## config.mk

```make
export PLATFORM = sky130hd
export DESIGN_NAME = tfas_divider
export DESIGN_NICKNAME = d
export VERILOG_FILES = /design/src/rtl/thermal_frame_average_statistics_assert.svh /design/src/rtl/tfas_divider.sv
export SDC_FILE = /design/constraint.sdc
export NUM_CORES = 1
export LEC_CHECK = 0
export ABC_AREA = 0
export BUFFER_PORTS_ARGS = -buffer_cell sky130_fd_sc_hd__buf_2
export CORE_MARGIN = 1
export CORE_UTILIZATION = 41
export DETAILED_ROUTE_END_ITERATION = 7
export GPL_TIMING_DRIVEN = 0
export HOLD_SLACK_MARGIN = 0.02
export PLACE_DENSITY_LB_ADDON = 0.1
export SYNTH_ARGS = -nofsm -noshare
export SYNTH_HDL_FRONTEND = slang
export SYNTH_SLANG_ARGS = --single-unit
export TNS_END_PERCENT = 20
```

## constraint.sdc

```tcl
create_clock -name clk -period 4.4 [get_ports clk]
set_input_delay 0.66 -clock clk [delete_from_list [all_inputs] [get_ports clk]]
set_output_delay 0.66 -clock clk [all_outputs]
set_load 0.1 [all_outputs]
```

## src/rtl/thermal_frame_average_statistics_assert.svh

```systemverilog
// Assertion macros used by the thermal frame averaging top level.
`ifndef THERMAL_FRAME_AVERAGE_STATISTICS_ASSERT_SVH
`define THERMAL_FRAME_AVERAGE_STATISTICS_ASSERT_SVH

// Check a consequent in the same cycle as its antecedent.
`define TFAS_ASSERT_NOW(label, ante, cons) \
	label: assert property (@(posedge clk) disable iff (!arst_n) (ante) |-> (cons)) \
		else $error("assertion failed");

// Check a consequent in the cycle after its antecedent.
`define TFAS_ASSERT_NEXT(label, ante, cons) \
	label: assert property (@(posedge clk) disable iff (!arst_n) (ante) |=> (cons)) \
		else $error("assertion failed");

`endif

```

## src/rtl/tfas_divider.sv

```systemverilog
// Iterative rounding divider: num / den rounded half away from zero.
`default_nettype none
module tfas_divider #(
	parameter int NW = 27,
	parameter int DW = 10
) (
	input  wire                 clk,
	input  wire                 arst_n,
	input  wire                 start,
	input  wire signed [NW-1:0] num,
	input  wire        [DW-1:0] den,
	output logic                busy,
	output logic                done,
	output logic signed [NW:0]  quo
);
	localparam int QW = NW + 2;
	localparam int RW = DW + 2;
	localparam int CNT_W = $clog2(QW + 1);

	logic [QW-1:0]    n_q;
	logic [DW:0]      d_q;
	logic [RW-2:0]    rem_q;
	logic [CNT_W-1:0] cnt_q;
	logic             neg_q;
	logic [NW-1:0]    mag;
	logic [RW-1:0]    shifted;
	logic             fits;
	logic [QW-1:0]    q_signed;

	// Take the magnitude of the dividend
	assign mag = num[NW-1] ? NW'(-num) : NW'(num);
	// One restoring step per cycle
	assign shifted = {rem_q, n_q[QW-1]};
	assign fits = shifted >= RW'(d_q);
	assign q_signed = neg_q ? QW'(-n_q) : n_q;
	assign quo = q_signed[NW:0];

	// Run the division, one quotient bit a cycle
	always_ff @(posedge clk or negedge arst_n) begin
		if (!arst_n) begin
			cnt_q <= '0;
			busy <= 1'b0;
			done <= 1'b0;
		end else begin
			done <= 1'b0;
			if (start) begin
				neg_q <= num[NW-1];
				n_q <= (QW'(mag) << 1) + QW'(den);
				d_q <= {den, 1'b0};
				rem_q <= '0;
				cnt_q <= CNT_W'(QW);
				busy <= 1'b1;
			end else if (busy) begin
				rem_q <= fits ? (RW-1)'(shifted - RW'(d_q)) : shifted[RW-2:0];
				n_q <= {n_q[QW-2:0], fits};
				cnt_q <= cnt_q - 1'b1;
				if (cnt_q == CNT_W'(1)) begin
					busy <= 1'b0;
					done <= 1'b1;
				end
			end
		end
	end
endmodule
`default_nettype wire

```

==> results of run 1 <==
## path summary, 6_finish.rpt
path                       startpoint       end  depth (start not counted)
max                            n_q[4]   quo[23]                          9
min                            arst_n      done                          1
max reg2reg                  rem_q[4]  rem_q[1]                          9
min reg2reg                  cnt_q[4]  cnt_q[4]                          2
max in group asynchronous      arst_n  cnt_q[2]                          1
min in group clk             cnt_q[4]  cnt_q[4]                          2
## through the flow
| step | setup WS, ps | instance area (um2) |
|---|---|---|
| floorplan | 187 | 4950 |
| global placement | -148 | 5460 |
| detailed placement | -192 | 5460 |
| global route | 15.9 | 5850 |
| finish | 170 | 5850 |
| CTS | 3.76 | 5790 |
## timing repair
action | 4_1_cts | 5_1_grt
cloned | 0 | 0
pin swaps | 0 | 0
setup endpoints to repair | 2 | 20
resized for setup | 2 | 10
setup buffers | 0 | 1
## critical path, stage by stage (launching register included)
cell and delay [ps]:
edfxtp_1 410, or3_1 400, or3_4 360, nand4bb_4 210
or3_4 360, or4_4 450, or3_1 380, nand2_1 110
xnor2_1 120, buf_2 440
## synth_stat cells (6+ instances only)
library cell,count,area (um2)
mux2_2,20,225
a211oi_1,10,75.1
nor2_1,40,150
edfxtp_1,51,1530
xnor2_1,58,508
nand2b_1,8,50.1
o31ai_1,17,128
dfrtp_1,7,175
inv_1,27,101
clkbuf_1,13,48.8
mux2i_1,8,80.1
or4_1,6,45.0
or3_1,8,50.1
ha_1,23,288
nor2b_1,6,37.5
xor2_1,26,228
nand3_1,10,50.1
o21ai_0,29,145
nor4_1,6,37.5
nor3_1,14,70.1
nand2_1,42,158
a21oi_1,21,105
## sequential cells by signal (all words and copies together) (netlist names)
signal / count
done: 1
rem_q: 11
d_q: 10
busy: 1
cnt_q: 5
n_q: 29
neg_q: 1
## power breakdown
group          internal (mW)  switching, mW
logic                  0.275          0.635
registers              0.677         0.0543
clock network          0.548          0.238
total                   1.50          0.928
## layer usage
layer	share of wire, %	track usage [%]	routed length [um]	vias to the layer above
li1	-	-	-	2068
met1	49	27.3	5930	1920
met2	46	33.9	5680	89
met3	3.3	3.48	409	11
met4	1.6	6.85	195	0
met5	0	0	0	-
## cell type report
class / count / share of cell area, %
plain buffers: 23 / 2.25
well taps: 143 / 3.06
clock inverters: 6 / 1.80
inverters: 27 / 1.73
flip-flops and latches: 58 / 29.2
clock buffers: 10 / 3.92
multi-input cells: 416 / 52.1
repair buffers: 66 / 5.91
## cells by family after synthesis
kind of cell / count (synthesis)
fa+ha+maj: 25
compound gates: 109
xor+xnor: 84
buf+inv: 51
mux: 29
simple gates: 169
flops: 58
## placed cells by master, fill, tap and decap left out, drive strengths merged, types with 23 or more instances in the layout
| cell type | netlist | layout |
|---|---|---|
| nor2 | 40 | 40 |
| nand2 | 42 | 42 |
| edfxtp | 51 | 51 |
| xnor2 | 58 | 58 |
| clkbuf | 17 | 27 |
| xor2 | 26 | 26 |
| inv | 27 | 27 |
| ha | 23 | 23 |
| buf | 7 | 72 |
| o21ai | 30 | 30 |
==> metrics.txt, run 1 <==
# rows 39; hold slack 287 ps; Reg area 0.00171 mm2; H-tree level count 3; TritonCTS clock tree done; largest family of logic cells by synthesized area simple AND/OR/NAND/NOR gates; critical path class register to output port; clk_skew 8.00 ps; non-filler instance count after layout 749; CP required 3740 ps; hold_buf cts 0; DR pass1 iterations 8; I/O pins 70; DR iter-0 viols 285; P_leak 2.27 nW; GPL Wtd Cong 0.892; Cell Count Post-Placement 733; drt wl/cell 16.3 um; status finished with violations; # Max-Cap Violations 0; initial antenna violation count 0; Max VDD drop 0.200 mV; post-synthesis adder-cell area fraction 6.62%; Tcrit/Tclk final 96.1%; Netlist cell types 64; clock sink count 58; asr flop ratio synth 12.1%; failing checks DRC; first-pass GRT wire length 20.0 mm; die width 112 um; Initial Util 42.6%; Syn Inst Count 525; via/cell ratio 5.46; Critical Path Sink Type output port; Final HPWL DP 9.50 mm; yosys warns 0; Reg clk slew, reported paths 50 ps; Die Ht 112 um; CTS Root Cell clkbuf_16; Slew HR 15.4%; crit-path max FO 4; fin crit period 4230 ps; DR DRC count 5; final net count 666; setup_tns 0 ps; simple-gate area share of the yosys netlist 18.5%; Power, Total 2.43 mW; Yosys reg bits 58; Synth Area in XOR/XNOR 14.9%; Multi-input gate area 0.00305 mm2; number of global-route vias before repair 3986; syn nets 590; Worst setup SP type register; synthesized cell area 0.00495 mm2; mux cell area share after synthesis 6.47%; port bufs 65; Detail Route Antenna Nets 0; EDFF count, synth 51; Reg2Reg Setup Slack 1600 ps; critical path arrival 3570 ps; final WL 12.2 mm; fillers 1129; Worst-Margin Slew 1270 ps; area growth from synthesis to layout 18.1%; largest net degree at the start of global routing 30; fin util 50.3%; RSZ-0062 raised after global routing false; Setup violations, final 0; endpoints failing hold 0; antenna fix cells 0; residual overflow from global routing 0; Seq/Total Area, Yosys 34.5%; core footprint 0.0116 mm2; Slew Viols, Final 0; Worst-Skew Late Latency 330 ps; ys flop type edfxtp_1; gr usage total 20.6%; TritonCTS Buffers 9; top achievable clock speed 236 MHz; Via Count 4088; Power Dens Cells 415 mW/mm2; Clock Tree Buf Depth 2; Hold Path Class input port to asynchronous set/reset pin; post-synthesis compound-gate area fraction 14.3%; layout cells sized above 1 21.9%; Synth Area per Inst 9.43 um2; total die area 0.0125 mm2
Note: power is estimated with default switching activity, not from simulation.
==> run 2: changes to the inputs <==
--- a/config.mk
+++ b/config.mk
@@ -6,10 +6,10 @@
 export NUM_CORES = 1
 export LEC_CHECK = 0
 export ABC_AREA = 0
-export BUFFER_PORTS_ARGS = -buffer_cell sky130_fd_sc_hd__buf_2
 export CORE_MARGIN = 1
 export CORE_UTILIZATION = 41
 export DETAILED_ROUTE_END_ITERATION = 7
+export DONT_BUFFER_PORTS = 1
 export GPL_TIMING_DRIVEN = 0
 export HOLD_SLACK_MARGIN = 0.02
 export PLACE_DENSITY_LB_ADDON = 0.1
==> run 2 against run 1 <==
Compared with the run above:
- the flow still finishes with violations (DRC)
- clock-buffer cell count stayed put
- register-to-register slack worse by 610 ps
- maximum frequency is 1.8% lower
- clock power down 6.4%
- critical endpoint is now quo[25]
- via count fell by 5.9%
- total power shrank 3.2%
- combinational power shrank 4.2%
- global-route usage is 0.14 points higher
- die area unchanged
- sequential power is 2% higher
==> metrics.txt, run 2 (synthesis gave the netlist of run 1 again) <==
status finished with violations; failing checks DRC; DR pass1 iterations 8 (unchanged); Slew HR 11.9% (-3.5 points); Max VDD drop 0.222 mV (+11%); hold path depth 0; residual overflow from global routing 0 (unchanged); Power, Total 2.35 mW (-3.2%); I/O pins 70 (unchanged); crit-path max FO 4 (unchanged); most frequent cells in the layout edfxtp_1, nand2_1, nor2_1, xnor2_1, inv_1; pre-CTS setup slack -37.6 ps (+154 ps); Detail Route Antenna Nets 0 (unchanged); Via Count 3848 (-5.9%); Largest regs n_q (29), rem_q (11), d_q (10); Setup violations, final 0 (unchanged); top layer in use met4; Power Dens Cells 409 mW/mm2 (-1.6%); Critical Path Sink Type output port; fin util 49.5% (-0.81 points); setup_tns 0 ps (unchanged); GPL Wtd Cong 0.907 (+1.7%); Slew Viols, Final 0 (unchanged); initial antenna violation count 0 (unchanged); Most flops, register n_q; H-tree level count 3 (unchanged); total die area 0.0125 mm2 (unchanged); Worst-Skew Late Latency 330 ps (about the same); first-pass GRT wire length 20.1 mm (+0.10%); CTS Root Cell clkbuf_16; DR DRC count 4 (-1); hold slack 422 ps (+135 ps); Max stage delay on crit path 470 ps (+20 ps); critical path arrival 3650 ps (+80 ps); area growth from synthesis to layout 16.2%; Die Ht 112 um (unchanged); Worst R2R End n_q[3]; crit path from n_q[4]; clk_skew 2.77 ps (-5.23 ps); fin crit period 4310 ps (+77.0 ps); Tcrit/Tclk final 97.9% (+1.7 points); number of global-route vias before repair 3910 (-1.9%); core footprint 0.0116 mm2 (unchanged); CP required 3740 ps (about the same); DRT met1 WL 5.77 mm (-2.6%); Hold Path Class input port to register; final WL 12.3 mm (+0.60%); TritonCTS Buffers 9 (unchanged); final net count 603 (-9.5%); # Max-Cap Violations 0 (unchanged); Slowest-stage cell, CP or4_4; Top delay family on crit path simple AND/OR/NAND/NOR gates; number of flip-flops in the largest register 29 (unchanged); Initial Util 42.6% (unchanged); critical path class register to output port; RSZ-0062 raised after global routing true; Hold Path Origin den[1]; endpoints failing hold 0 (unchanged); # rows 39 (unchanged); die width 112 um (unchanged); Hold Path End d_q[2]; crit path cell chain or3_1 > or3_4 > nand4bb_1 > or3_1 > or4_4 > or3_4 > o31ai_4 > xnor2_4; Reg2Reg Depth 3 (-6); Reg2Reg Setup Slack 990 ps (-610 ps); largest net degree at the start of global routing 30 (unchanged); FF-to-FF Start busy; final setup margin 93.1 ps (-77.0 ps); Worst setup SP type register; via/cell ratio 5.61 (+2.8%); port bufs 0 (-100%); drt wl/cell 17.9 um (+9.8%); TritonCTS clock tree done; Clock Tree Buf Depth 2 (unchanged); clock sink count 58 (unchanged); DR iter-0 viols 221 (-22%); Routed met2 length 5.73 mm (+0.86%); top achievable clock speed 232 MHz (-1.8%); Worst-Margin Slew 1320 ps (+45.8 ps); commonest non-fill, non-tap cell in the layout edfxtp_1; CP Buf/Inv Count 0 (-1); Reg clk slew, reported paths 50 ps (about the same); antenna fix cells 0 (unchanged); Final HPWL DP 9.51 mm (+0.11%); layout cells sized above 1 17.7% (-4.3 points); P_leak 2.12 nW (-6.4%); gr usage total 20.7% (+0.14 points); WL met3 538 um (+32%)
-- run 2: changes by cell type in the layout (fill, tap and decap cells not counted), sizes merged --
cell         before  now
buf              72    8
bufinv            3    2
clkinv            2    3
dlygate4sd3       0    1
-- run 2: area by class of cell --
class,count,area (um2)
inverter,27,101
buffer,24,134
fill,1103,5860
sequential,58,1710
clock inverter,6,81.3
tap,143,179
clock buffer,10,229
timing repair buffer,2,17.5
multi-input combinational,416,3300
-- run 2: power breakdown --
part / switching [mW] / internal [mW]
Combinational: 0.613 / 0.259
Sequential: 0.0653 / 0.677
Clock: 0.245 / 0.491
Total: 0.923 / 1.43
-- run 2: worst max-delay path by stage --
stage	endpoint	cells past startpoint
6_report	quo[25]	8
5_1_grt	quo[25]	8
4_1_cts	quo[25]	8
3_5_place_dp	n_q[27]	13
3_3_place_gp	quo[26]	8
2_1_floorplan	quo[25]	8
-- run 2: timing repair --
action | 4_1_cts | 5_1_grt
hold endpoints to repair | 7 | 0
gates resized for setup | 12 | 3
buffers inserted | 0 | 1
pin swaps | 3 | 2
setup endpoints to repair | 5 | 6
hold buffers | 1 | 0
-- run 2: stage by stage --
stage	instances	cell area (um2)
final	686	5750
after floorplan	525	4950
after detailed placement	668	5330
after global placement	668	5130
after CTS	685	5730
after global routing	686	5750
-- run 2: routing by layer --
| metal | vias up | track usage [%] |
|---|---|---|
| met1 | 1815 | 26.7 |
| met5 | - | 0 |
| li1 | 1932 | - |
| met2 | 83 | 34.7 |
| met4 | 0 | 8.38 |
| met3 | 18 | 3.27 |
